[config.mk]
export PLATFORM = sky130hd
export DESIGN_NAME = pnf_ctrl
export DESIGN_NICKNAME = d
export VERILOG_FILES = /design/src/rtl/core/pnf_pkg.sv /design/src/rtl/core/pnf_ctrl.sv
export SDC_FILE = /design/constraint.sdc
export NUM_CORES = 1
export LEC_CHECK = 0
export BUFFER_PORTS_ARGS = -buffer_cell sky130_fd_sc_hd__buf_4
export CORE_AREA = 5 5 42 44
export DETAILED_ROUTE_END_ITERATION = 10
export DIE_AREA = 0 0 47 49
export PLACE_DENSITY = 0.53
export SLEW_MARGIN = 25
export SYNTH_ARGS = -nofsm -noshare
export SYNTH_HDL_FRONTEND = slang
export SYNTH_SLANG_ARGS = --single-unit
[constraint.sdc]
create_clock -name aclk -period 2.3 [get_ports aclk]
set_input_delay 0.46 -clock aclk [delete_from_list [all_inputs] [get_ports aclk]]
set_output_delay 0.46 -clock aclk [all_outputs]
set_load 0.01 [all_outputs]
[src/rtl/core/pnf_pkg.sv]
// Types, constants and state encoding of the packed nibble frame buffer.
package pnf_pkg;

    localparam int WIDTH        = 128;
    localparam int HEIGHT       = 64;
    localparam int ROW_SHIFT    = 6;
    localparam int GLYPH_HEIGHT = 8;
    localparam int STORE_BYTES  = 4096;

    localparam int OP_W   = 3;
    localparam int X_W    = 7;
    localparam int Y_W    = 6;
    localparam int LINE_W = 3;
    localparam int LVL_W  = 4;
    localparam int BIDX_W = 12;
    localparam int BYTE_W = 8;

    localparam int ADDR_W = (STORE_BYTES > 1) ? $clog2(STORE_BYTES) : 1;

    // Band rows reach up to eight glyph heights.
    localparam int BAND_ROW_W = $clog2(8 * GLYPH_HEIGHT);
    localparam int GH_W       = (GLYPH_HEIGHT > 1) ? $clog2(GLYPH_HEIGHT) : 1;
    localparam int BCOL_W     = ((WIDTH + 1) / 2 > 1) ? $clog2((WIDTH + 1) / 2) : 1;

    localparam int ROW_MAX_W   = (Y_W > BAND_ROW_W) ? Y_W : BAND_ROW_W;
    localparam int SHIFTED_W   = ROW_MAX_W + ROW_SHIFT;
    localparam int ADDR_CALC_W = ((SHIFTED_W > X_W) ? SHIFTED_W : X_W) + 1;

    localparam logic [GH_W-1:0]   GH_LAST   = GH_W'(GLYPH_HEIGHT - 1);
    localparam logic [BCOL_W-1:0] BCOL_LAST = BCOL_W'((WIDTH - 1) / 2);
    localparam logic [ADDR_W-1:0] ADDR_LAST = ADDR_W'(STORE_BYTES - 1);

    localparam logic [OP_W-1:0] OP_WRITE_PIXEL = 3'd0;
    localparam logic [OP_W-1:0] OP_READ_PIXEL  = 3'd1;
    localparam logic [OP_W-1:0] OP_BLANK_BAND  = 3'd2;
    localparam logic [OP_W-1:0] OP_HILITE_BAND = 3'd3;
    localparam logic [OP_W-1:0] OP_CLEAR       = 3'd4;
    localparam logic [OP_W-1:0] OP_REFRESH     = 3'd5;

    typedef struct packed {
        logic [OP_W-1:0]   operation;
        logic [X_W-1:0]    x_pos;
        logic [Y_W-1:0]    y_pos;
        logic [LINE_W-1:0] line_index;
        logic [LVL_W-1:0]  level;
        logic [BIDX_W-1:0] byte_index;
    } pnf_in_t;

    typedef struct packed {
        logic [LVL_W-1:0]  pixel_value;
        logic [BYTE_W-1:0] raw_byte;
    } pnf_out_t;

    typedef enum logic [2:0] {
        ST_INIT,
        ST_IDLE,
        ST_FETCH,
        ST_PIX_WR,
        ST_BAND_RD,
        ST_BAND_WR,
        ST_CLEAR,
        ST_RESP
    } pnf_state_t;

    typedef struct packed {
        logic load;
        logic fetch;
        logic pix_write;
        logic band_read;
        logic band_write;
        logic clr_write;
        logic out_load;
    } pnf_cmd_t;

    typedef struct packed {
        logic [OP_W-1:0] op;
        logic            band_skip;
        logic            band_last;
        logic            clr_last;
        logic            out_free;
    } pnf_status_t;

endpackage

[src/rtl/core/pnf_ctrl.sv]
// Controller state machine of the packed nibble frame buffer.
module pnf_ctrl
    import pnf_pkg::*;
(
    input  logic            aclk,
    input  logic            aresetn,
    input  logic            s_valid,
    input  logic [OP_W-1:0] op_in,
    output logic            s_ready,
    output pnf_cmd_t        cmd,
    input  pnf_status_t     status
);

    pnf_state_t state_reg;
    pnf_state_t state_next;

    always_ff @(posedge aclk) begin
        if (!aresetn) begin
            state_reg <= ST_INIT;
        end else begin
            state_reg <= state_next;
        end
    end

    always_comb begin
        state_next = state_reg;
        unique case (state_reg)
            ST_INIT: begin
                if (status.clr_last) state_next = ST_IDLE;
            end
            ST_IDLE: begin
                if (s_valid) begin
                    unique case (op_in)
                        OP_WRITE_PIXEL, OP_READ_PIXEL, OP_REFRESH: state_next = ST_FETCH;
                        OP_BLANK_BAND, OP_HILITE_BAND:             state_next = ST_BAND_RD;
                        OP_CLEAR:                                  state_next = ST_CLEAR;
                        default:                                   state_next = ST_RESP;
                    endcase
                end
            end
            ST_FETCH: begin
                state_next = (status.op == OP_WRITE_PIXEL) ? ST_PIX_WR : ST_RESP;
            end
            ST_PIX_WR: begin
                state_next = ST_RESP;
            end
            ST_BAND_RD: begin
                state_next = status.band_skip ? ST_RESP : ST_BAND_WR;
            end
            ST_BAND_WR: begin
                state_next = status.band_last ? ST_RESP : ST_BAND_RD;
            end
            ST_CLEAR: begin
                if (status.clr_last) state_next = ST_RESP;
            end
            ST_RESP: begin
                if (status.out_free) state_next = ST_IDLE;
            end
        endcase
    end

    always_comb begin
        cmd     = '0;
        s_ready = 1'b0;
        unique case (state_reg)
            ST_INIT:    cmd.clr_write = 1'b1;
            ST_IDLE: begin
                s_ready  = 1'b1;
                cmd.load = s_valid;
            end
            ST_FETCH:   cmd.fetch      = 1'b1;
            ST_PIX_WR:  cmd.pix_write  = 1'b1;
            ST_BAND_RD: cmd.band_read  = !status.band_skip;
            ST_BAND_WR: cmd.band_write = 1'b1;
            ST_CLEAR:   cmd.clr_write  = 1'b1;
            ST_RESP:    cmd.out_load   = status.out_free;
        endcase
    end

endmodule

==> results of run 1 <==
power groups by stage:
stage / Clock, uW / Combinational (uW) / Sequential, uW
floorplan: 0 / 37.0 / 57.7
global placement: 0 / 60.8 / 64.1
detailed placement: 0 / 60.9 / 64.1
CTS: 94.1 / 61.2 / 63.4
global route: 106 / 67.5 / 64.2
finish: 90.7 / 60.6 / 63.5
metal layers:
metal / vias to the layer above / track usage [%] / share of wire [%] / routed length (um)
met1: 189 / 12.3 / 42 / 414
li1: 213 / - / - / -
met4: 0 / 2.76 / 0 / 0
met2: 15 / 14.7 / 50 / 491
met3: 0 / 4.43 / 8.3 / 82
met5: - / 0 / 0 / 0
logic make-up after synthesis:
family	synth area share, %
AOI/OAI and AO/OA	33.6
DFF	17.9
and+or+nand+nor	41.1
buffers and inverters	7.46
worst paths after layout:
check,from,end,slack (ps),cells after the start
setup / recovery,state_reg[2],cmd[0],510,3
hold / removal,aresetn,state_reg[1],540,3
setup reg to reg,state_reg[0],state_reg[0],820,3
hold reg to reg,state_reg[1],state_reg[1],730,2
cells in the final DEF (no fill, tap or decap), drive strengths merged:
cell type	instances
a221oi	1
a211o	1
inv	2
nor3b	1
nand2	2
or2	2
dfxtp	3
a32oi	1
and2	2
clkbuf	4
buf	20
o32a	1
nand3	1
and3	1
o22ai	2
a21oi	2
or4	1
nor4b	1
a21boi	1
o211ai	1
nand2b	3
nor2b	6
a2111oi	2
nor3	2
nor2	1
o21ai	1
o311ai	1
cells in the mapped netlist (2+ instances only):
cell | count | area (um^2)
nand2_1 | 2 | 7.51
buf_2 | 2 | 10.0
nor3_1 | 2 | 10.0
nor2b_1 | 6 | 37.5
dfxtp_1 | 3 | 60.1
and2_1 | 2 | 12.5
nand2b_1 | 3 | 18.8
a21oi_1 | 2 | 10.0
inv_1 | 2 | 7.51
o22ai_1 | 2 | 12.5
critical path, cell delays in order, from the launching register on:
cell     delay, ps
dfxtp_1        590
and2_1         230
and3_1         160
buf_4          110
final cells by class:
cell class                 instances  area (um^2)
clock buffer                       4         26.3
fill                             162          887
inverter                           2         7.51
multi-input combinational         37          250
sequential                         3         60.1
tap                               16         20.0
timing repair buffer              20          150
per-stage QoR:
stage	hold WS, ps	util (%)
after floorplan	628	-
after global routing	542	36.7
after global placement	699	34.8
after CTS	536	36.7
final	541	36.7
after detailed placement	719	34.8
==> key figures, run 1 <==
STA
  • Worst slew margin: about 70%
  • Setup TNS Final: 0 ps
  • RSZ-0062 raised after global routing: no
  • Final worst setup slack: 513 ps
  • Minimum clock period: 1790 ps
  • Final hold viol count: 0
  • Clock Skews: ~1.9 ps
  • Worst slew pin tran: approximately 460 ps
  • Final Setup Violations: 0
  • Final worst path period share: 77.7%
  • F_max: approximately 560 MHz
  • Max Slew Vio Count: 0

Power
  • Reg power frac: 29.5%
  • Power Internal: 155 uW
  • Switching power: 59.3 uW
  • Clock power share: between 40 and 50%
  • Switch share: 27.6%
  • P per Cell Area: roughly 420 mW/mm^2
  • Pwr Total: about 210 uW
  • Logic gate share of total power: ~28%
  • Peak VDD IR: between 0.3 and 0.4 mV
  • Leak: between 0.0002 and 0.00025 uW

Global routing
  • Largest net degree at the start of global routing: 17
  • First-pass GRT wire length: 1680 um
  • Tot GR Track Use: 9.78%
  • Antenna violations before repair: 0
  • Number of global-route vias before repair: slightly below 400
  • Remaining global-route overflow: 0

Yosys
  • Asr flop ratio synth: 0%
  • Cell Area, Synth: ~340 um^2
  • Synth Instances: 45
  • Main synth FF type: dfxtp_1
  • Sequential share of the synthesized area: ~18%
  • Post-synth EDFFs: 0
  • YS warnings: 0
  • Yosys cell types: 29
  • Syn nets: between 50 and 60
  • FF+latch count, synth: 3
  • Mapped Avg Cell Area: between 7 and 8 um^2

Route
  • DRC Markers: 0
  • Via-to-Cell Ratio: slightly above 5
  • Detailed Route WL: ~1000 um
  • Routed vias: approximately 420
  • DRT Pass-1 Iters: 4
  • Drt initial violations: 13
  • DRT antenna net count: 0
  • Routed WL per cell: approximately 12 um

Place
  • Placer congestion estimate: roughly 0.78
  • DP Cell Count: around 80
  • Area after DPL: just under 500 um^2
  • # port buffers: 20
  • Placement Setup Slack: about 750 ps

Floorplan
  • Die Span X: ~47 um
  • Ports: 21
  • DIE HEIGHT: 49 um
  • DIE AREA: between 0.002 and 0.0025 mm^2
  • Core area: ~0.0014 mm^2
  • Initial Utilization: a little under a quarter
  • Row count: 14

Worst setup path
  • Critical Path Source Type: flop
  • Critical path data arrival time: roughly 1300 ps
  • Setup crit end kind: primary output
  • Setup CP Type: reg -> out
  • Required @ worst endpoint: between 1500 and 2000 ps
  • CP max FO: 16

Layout
  • Final #Nets: 80
  • Max FFs per register: 3
  • Layout cells sized above 1: between 30% and 40%
  • Total inserted antenna cells: 0
  • Area grow syn2layout: 53.4%
  • Cell area after layout: roughly 510 um^2
  • Final cell count without fillers: 82

CTS
  • Max H-tree Level: 1
  • Post-cts repair resize count: 0
  • Hold Buf Count CTS: 0
  • CTS root buf: clkbuf_4
  • CTS tree: yes
  • Skew-Pair Late Insertion Delay: 230 ps
  • Reg clk slew, reported paths: 40 ps
  • Number of post-CTS setup repair buffers: 0
  • CTS max path bufs: 2
  • Num Clock Sinks: 3
  • CTS buffer count: 3

Outcome
  • Outcome: finished clean

Flow run
  • Max_cap viols: 0

Hold path
  • Worst hold path type: in -> reg
Note: power is estimated with default switching activity, not from simulation.
==> run 2: changes to the inputs <==
==> constraint.sdc (replaced) <==
create_clock -name aclk -period 1.7 [get_ports aclk]
set_input_delay 0.34 -clock aclk [delete_from_list [all_inputs] [get_ports aclk]]
set_output_delay 0.34 -clock aclk [all_outputs]
set_load 0.01 [all_outputs]
==> run 2 against run 1 <==
Via count up 2.2%. Setup slack worse by 360 ps. Hold slack got worse by 130 ps. Clock power increased by 35%. Final cell count is 1.2% higher. Cell area is 1.9% higher. Register-to-register slack lost 480 ps. Critical path type unchanged. Largest power group unchanged.
==> key figures, run 2 (synthesis results as in run 1) <==
Outcome
  • Outcome: finished clean (unchanged)

STA
  • Clock Skews: 2.65 ps (was 1.90 ps)
  • Minimum clock period: 1540 ps
  • Worst slew pin tran: 444 ps (was 458 ps)
  • RSZ-0062 raised after global routing: no (unchanged)
  • Setup TNS Final: 0 ps (unchanged)
  • Max Slew Vio Count: 0 (unchanged)
  • Final Setup Violations: 0 (unchanged)
  • Final worst path period share: just over 90%
  • F_max: around 650 MHz
  • Worst slew margin: 70.3% (was 69.5%)
  • Final hold viol count: 0 (unchanged)

Worst setup path
  • Worst reg2reg startpoint: state_reg[0] (unchanged)
  • Worst Setup SP: state_reg[0] (was state_reg[2])
  • Critical Path Source Type: flop (unchanged)
  • Setup CP Type: reg -> out (unchanged)
  • CP max FO: 10 (was 16)
  • Critical path data arrival time: 1200 ps (was 1330 ps)
  • Required @ worst endpoint: 1360 ps (was 1840 ps)
  • Setup crit end kind: primary output (unchanged)

Global routing
  • Antenna violations before repair: 0 (unchanged)
  • Largest net degree at the start of global routing: 17 (unchanged)
  • Remaining global-route overflow: 0 (unchanged)
  • Tot GR Track Use: 9.78% (unchanged)
  • Number of global-route vias before repair: 392 (was 389)
  • First-pass GRT wire length: 1660 um (was 1680 um)

Layout
  • Final cell count without fillers: 83 (was 82)
  • Final #Nets: 81 (was 80)
  • Total inserted antenna cells: 0 (unchanged)
  • Layout cells sized above 1: 41.8% (was 37.9%)
  • Area grow syn2layout: 56.3% (was 53.4%)
  • Most common cell after layout, fill and taps aside: buf_4 (unchanged)
  • Max FFs per register: 3 (unchanged)
  • Most frequent cells in the layout: buf_4 (21), nor2b_1 (6), nand2b_1 (3), clkbuf_4 (3) (was buf_4 (20), nor2b_1 (6), nand2b_1 (3), clkbuf_4 (3), dfxtp_1 (3))

CTS
  • Skew-Pair Late Insertion Delay: 230 ps (about the same)
  • Reg clk slew, reported paths: 30 ps (was 40 ps)
  • Hold Buf Count CTS: 0 (unchanged)
  • CTS tree: yes (unchanged)
  • Num Clock Sinks: 3 (unchanged)
  • CTS buffer count: 3 (unchanged)
  • Max H-tree Level: 1 (unchanged)
  • CTS max path bufs: 2 (unchanged)
  • CTS root buf: clkbuf_4 (unchanged)

Place
  • # port buffers: 20 (unchanged)
  • Final HPWL DP: slightly below 800 um
  • DP Cell Count: 79 (was 78)
  • Placer congestion estimate: 0.736 (was 0.776)

Hold path
  • Worst hold path type: in -> reg (unchanged)
  • Min-delay src: aresetn (unchanged)

Route
  • Met2 WL post-DR: 496 um (was 491 um)
  • DR top layer: met3 (unchanged)
  • DRT antenna net count: 0 (unchanged)
  • Via-to-Cell Ratio: 5.13 (was 5.09)
  • DRC Markers: 0 (unchanged)
  • Routed vias: 426 (was 417)
  • Detailed Route WL: 975 um (was 988 um)
  • Drt initial violations: 3 (was 13)
  • Routed WL per cell: 11.7 um (was 12.0 um)
  • Routed wl met3: 59 um (was 82 um)
  • DRT Pass-1 Iters: 5 (was 4)
  • WL met1: 419 um (was 414 um)

Floorplan
  • Initial Utilization: 23.9% (unchanged)
  • DIE AREA: 0.00230 mm^2 (unchanged)
  • Die Span X: 47 um (unchanged)
  • Ports: 21 (unchanged)
  • Row count: 14 (unchanged)
  • DIE HEIGHT: 49 um (unchanged)
  • Core area: 0.00140 mm^2 (unchanged)

Power
  • Pwr Total: 293 uW (was 215 uW)
  • Peak VDD IR: 0.299 mV (was 0.341 mV)
  • Leak: 0.000235 uW (was 0.000229 uW)
  • P per Cell Area: 559 mW/mm^2 (was 418 mW/mm^2)

Flow run
  • Max_cap viols: 0 (unchanged)
-- run 2: changes by cell type in the layout (fill, tap and decap cells not counted) --
cell,before,now
dfxtp_2,0,2
dfxtp_1,3,1
buf_4,20,21
-- run 2: timing repair --
item / 4_1_cts / 5_1_grt
gates resized for setup: 0 / 2
buffers inserted: 0 / 0
endpoints found under the setup margin: 0 / 8
endpoints found under the hold margin: 0 / 0
-- run 2: final timing paths --
check                                    end  slack (ps)  cells past startpoint
worst max-delay path                  cmd[6]         160                      3
worst min-delay path            state_reg[1]         410                      3
worst max register to register  state_reg[0]         340                      3
worst min register to register  state_reg[1]         620                      2
-- run 2: where the power goes --
group / internal, uW / switching (uW)
sequential: 74.6 / 9.59
combinational: 50.8 / 36.0
clock: 87.8 / 34.3
-- run 2: critical path: stages, from the launching register on --
cell and delay, ps:
dfxtp_1 490, nand2b_1 180, nor3_1 160, buf_4 150
-- run 2: stage by stage --
stage	worst slack [ps]	utilization, %	hold WS, ps	area (um^2)
floorplan	349	-	508	335
global placement	293	35.4	651	495
detailed placement	273	35.4	653	495
CTS	13.9	37.2	406	522
global route	40.7	37.4	418	524
finish	157	37.4	413	524
-- run 2: layout make-up --
| cell class | count | area [um^2] |
|---|---|---|
| inverters | 2 | 7.51 |
| clock buffers | 4 | 26.3 |
| flip-flops and latches | 3 | 62.6 |
| multi-input cells | 37 | 250 |
| repair buffers | 21 | 158 |
| fillers | 161 | 877 |
| well taps | 16 | 20.0 |
-- run 2: routing by layer --
metal	vias up	GRT usage, %
li1	213	-
met1	197	12.9
met2	16	13.3
met3	0	3.32
met4	0	5.53
met5	-	0
==> run 3: changes to the inputs <==
--- a/config.mk
+++ b/config.mk
@@ -5,11 +5,12 @@
 export SDC_FILE = /design/constraint.sdc
 export NUM_CORES = 1
 export LEC_CHECK = 0
-export BUFFER_PORTS_ARGS = -buffer_cell sky130_fd_sc_hd__buf_4
 export CORE_AREA = 5 5 42 44
 export DETAILED_ROUTE_END_ITERATION = 10
 export DIE_AREA = 0 0 47 49
-export PLACE_DENSITY = 0.53
+export DONT_BUFFER_PORTS = 1
+export PLACE_DENSITY = 0.39
+export SETUP_SLACK_MARGIN = 0.02
 export SLEW_MARGIN = 25
 export SYNTH_ARGS = -nofsm -noshare
 export SYNTH_HDL_FRONTEND = slang
==> run 3 against run 2 <==
Global-route usage shrank 0.84 points. Highest routed layer unchanged. Flip-flop and latch count is the same. Critical path depth shrank 1. Via count shrank 23%. Critical path type unchanged. Power shrank 13%. Cell area shrank 27%. Register-to-register slack gained 20 ps. Clock skew shrank 2.4 ps. Largest cell class unchanged.
==> key figures, run 3 (synthesis results as in run 1) <==
Worst setup path
  • CP max FO: 16 (was 10)
  • Critical path data arrival time: 1140 ps (was 1200 ps)
  • Worst reg2reg startpoint: state_reg[0] (unchanged)
  • R2R setup slack: 360 ps (was 340 ps)
  • Setup CP Type: reg -> out (unchanged)
  • Critical Path Source Type: flop (unchanged)
  • Required @ worst endpoint: 1360 ps (about the same)
  • Worst Setup SP: state_reg[2] (was state_reg[0])
  • Setup crit end kind: primary output (unchanged)

Layout
  • Most common cell after layout, fill and taps aside: nor2b_1 (was buf_4)
  • Layout cells sized above 1: 21.3% (was 41.8%)
  • Final #Nets: 61 (was 81)
  • Total inserted antenna cells: 0 (unchanged)
  • Cell area after layout: 380 um^2 (was 524 um^2)
  • Most frequent cells in the layout: nor2b_1 (6), nand2b_1 (3), clkbuf_4 (3), dfxtp_2 (3) (was buf_4 (21), nor2b_1 (6), nand2b_1 (3), clkbuf_4 (3))
  • Area grow syn2layout: 13.4% (was 56.3%)
  • Final cell count without fillers: 63 (was 83)
  • Max FFs per register: 3 (unchanged)

STA
  • Final worst setup slack: 218 ps (was 157 ps)
  • Setup TNS Final: 0 ps (unchanged)
  • Clock Skews: 0.303 ps (was 2.65 ps)
  • Max Slew Vio Count: 0 (unchanged)
  • Worst slew margin: 71.3% (was 70.3%)
  • F_max: 675 MHz (was 648 MHz)
  • Final hold viol count: 0 (unchanged)
  • RSZ-0062 raised after global routing: no (unchanged)
  • Minimum clock period: 1480 ps (was 1540 ps)
  • Worst slew pin tran: 430 ps (was 444 ps)
  • Final Setup Violations: 0 (unchanged)
  • Final worst path period share: 87.2% (was 90.8%)

Power
  • P per Cell Area: 672 mW/mm^2 (was 559 mW/mm^2)
  • Peak VDD IR: 0.252 mV (was 0.299 mV)
  • Pwr Total: 256 uW (was 293 uW)
  • Leak: 0.000138 uW (was 0.000235 uW)

CTS
  • CTS max path bufs: 2 (unchanged)
  • CTS root buf: clkbuf_4 (unchanged)
  • Skew-Pair Late Insertion Delay: 230 ps (about the same)
  • CTS buffer count: 3 (unchanged)
  • CTS tree: yes (unchanged)
  • Max H-tree Level: 1 (unchanged)
  • Reg clk slew, reported paths: 40 ps (was 30 ps)
  • Num Clock Sinks: 3 (unchanged)
  • Hold Buf Count CTS: 0 (unchanged)

Place
  • Area after DPL: 345 um^2 (was 495 um^2)
  • DP Cell Count: 59 (was 79)
  • Placer congestion estimate: 0.688 (was 0.736)
  • Placement Setup Slack: 199 ps (was 273 ps)
  • Final HPWL DP: 725 um (was 778 um)
  • # port buffers: 0 (was 20)

Route
  • DRT Pass-1 Iters: 3 (was 5)
  • DRT antenna net count: 0 (unchanged)
  • Drt initial violations: 8 (was 3)
  • Via-to-Cell Ratio: 5.21 (was 5.13)
  • Routed WL per cell: 14.4 um (was 11.7 um)
  • Detailed Route WL: 909 um (was 975 um)
  • Routed vias: 328 (was 426)
  • DRC Markers: 0 (unchanged)

Outcome
  • Outcome: finished clean (unchanged)

Hold path
  • Min-delay src: aresetn (unchanged)
  • Worst hold path type: in -> reg (unchanged)

Floorplan
  • DIE HEIGHT: 49 um (unchanged)
  • Initial Utilization: 23.9% (unchanged)
  • Row count: 14 (unchanged)
  • Die Span X: 47 um (unchanged)
  • Ports: 21 (unchanged)
  • DIE AREA: 0.00230 mm^2 (unchanged)
  • Core area: 0.00140 mm^2 (unchanged)

Flow run
  • Max_cap viols: 0 (unchanged)

Global routing
  • Largest net degree at the start of global routing: 17 (unchanged)
  • Remaining global-route overflow: 0 (unchanged)
  • Tot GR Track Use: 8.94% (was 9.78%)
  • Antenna violations before repair: 0 (unchanged)
  • Number of global-route vias before repair: 353 (was 392)
  • First-pass GRT wire length: 1520 um (was 1660 um)
## run 3: cell types whose count changed in the layout (fill, tap and decap cells not counted)
cell,change
dfxtp_1,-1
nor3_1,-1
dfxtp_2,+1
nor3_2,+1
buf_4,-20
## run 3: repair_timing
item                       in CTS  in global routing
setup endpoints to repair       2                  6
gates resized for setup         2                  2
setup buffers                   0                  0
gates cloned                    0                  0
## run 3: worst max-delay path: stages, from the launching register on
cell,delay [ps]
dfxtp_2,470
nor4b_1,270
buf_4,170
## run 3: report_power, final
part / leakage (uW) / internal [uW] / switching (uW)
sequential: 0.0000257 / 75.1 / 11.5
combinational: 0.0000976 / 22.4 / 24.9
clock: 0.0000150 / 87.8 / 34.0
total: 0.000138 / 185 / 70.4
## run 3: final timing paths
| kind | to | depth (start not counted) |
|---|---|---|
| worst max-delay path | cmd[3] | 2 |
| worst min-delay path | state_reg[0] | 2 |
| worst max register to register | state_reg[2] | 3 |
| worst min register to register | state_reg[1] | 2 |
## run 3: area by class of cell
type,instances,area (um^2)
clock buffers,4,26.3
multi-input cells,37,255
fillers,165,1020
flip-flops and latches,3,63.8
inverters,2,7.51
well taps,16,20.0
repair buffers,1,7.51
## run 3: routing by layer
layer  track usage, %  wire [um]
met2             14.7        515
met4             4.15          0
met1             10.7        331
met5                0          0
met3             1.48         61
## run 3: through the flow
stage | hold WS [ps] | utilization, %
after global routing | 325 | 27.1
after global placement | 540 | 24.6
after detailed placement | 540 | 24.6
after floorplan | 508 | -
after CTS | 293 | 27.0
final | 295 | 27.1
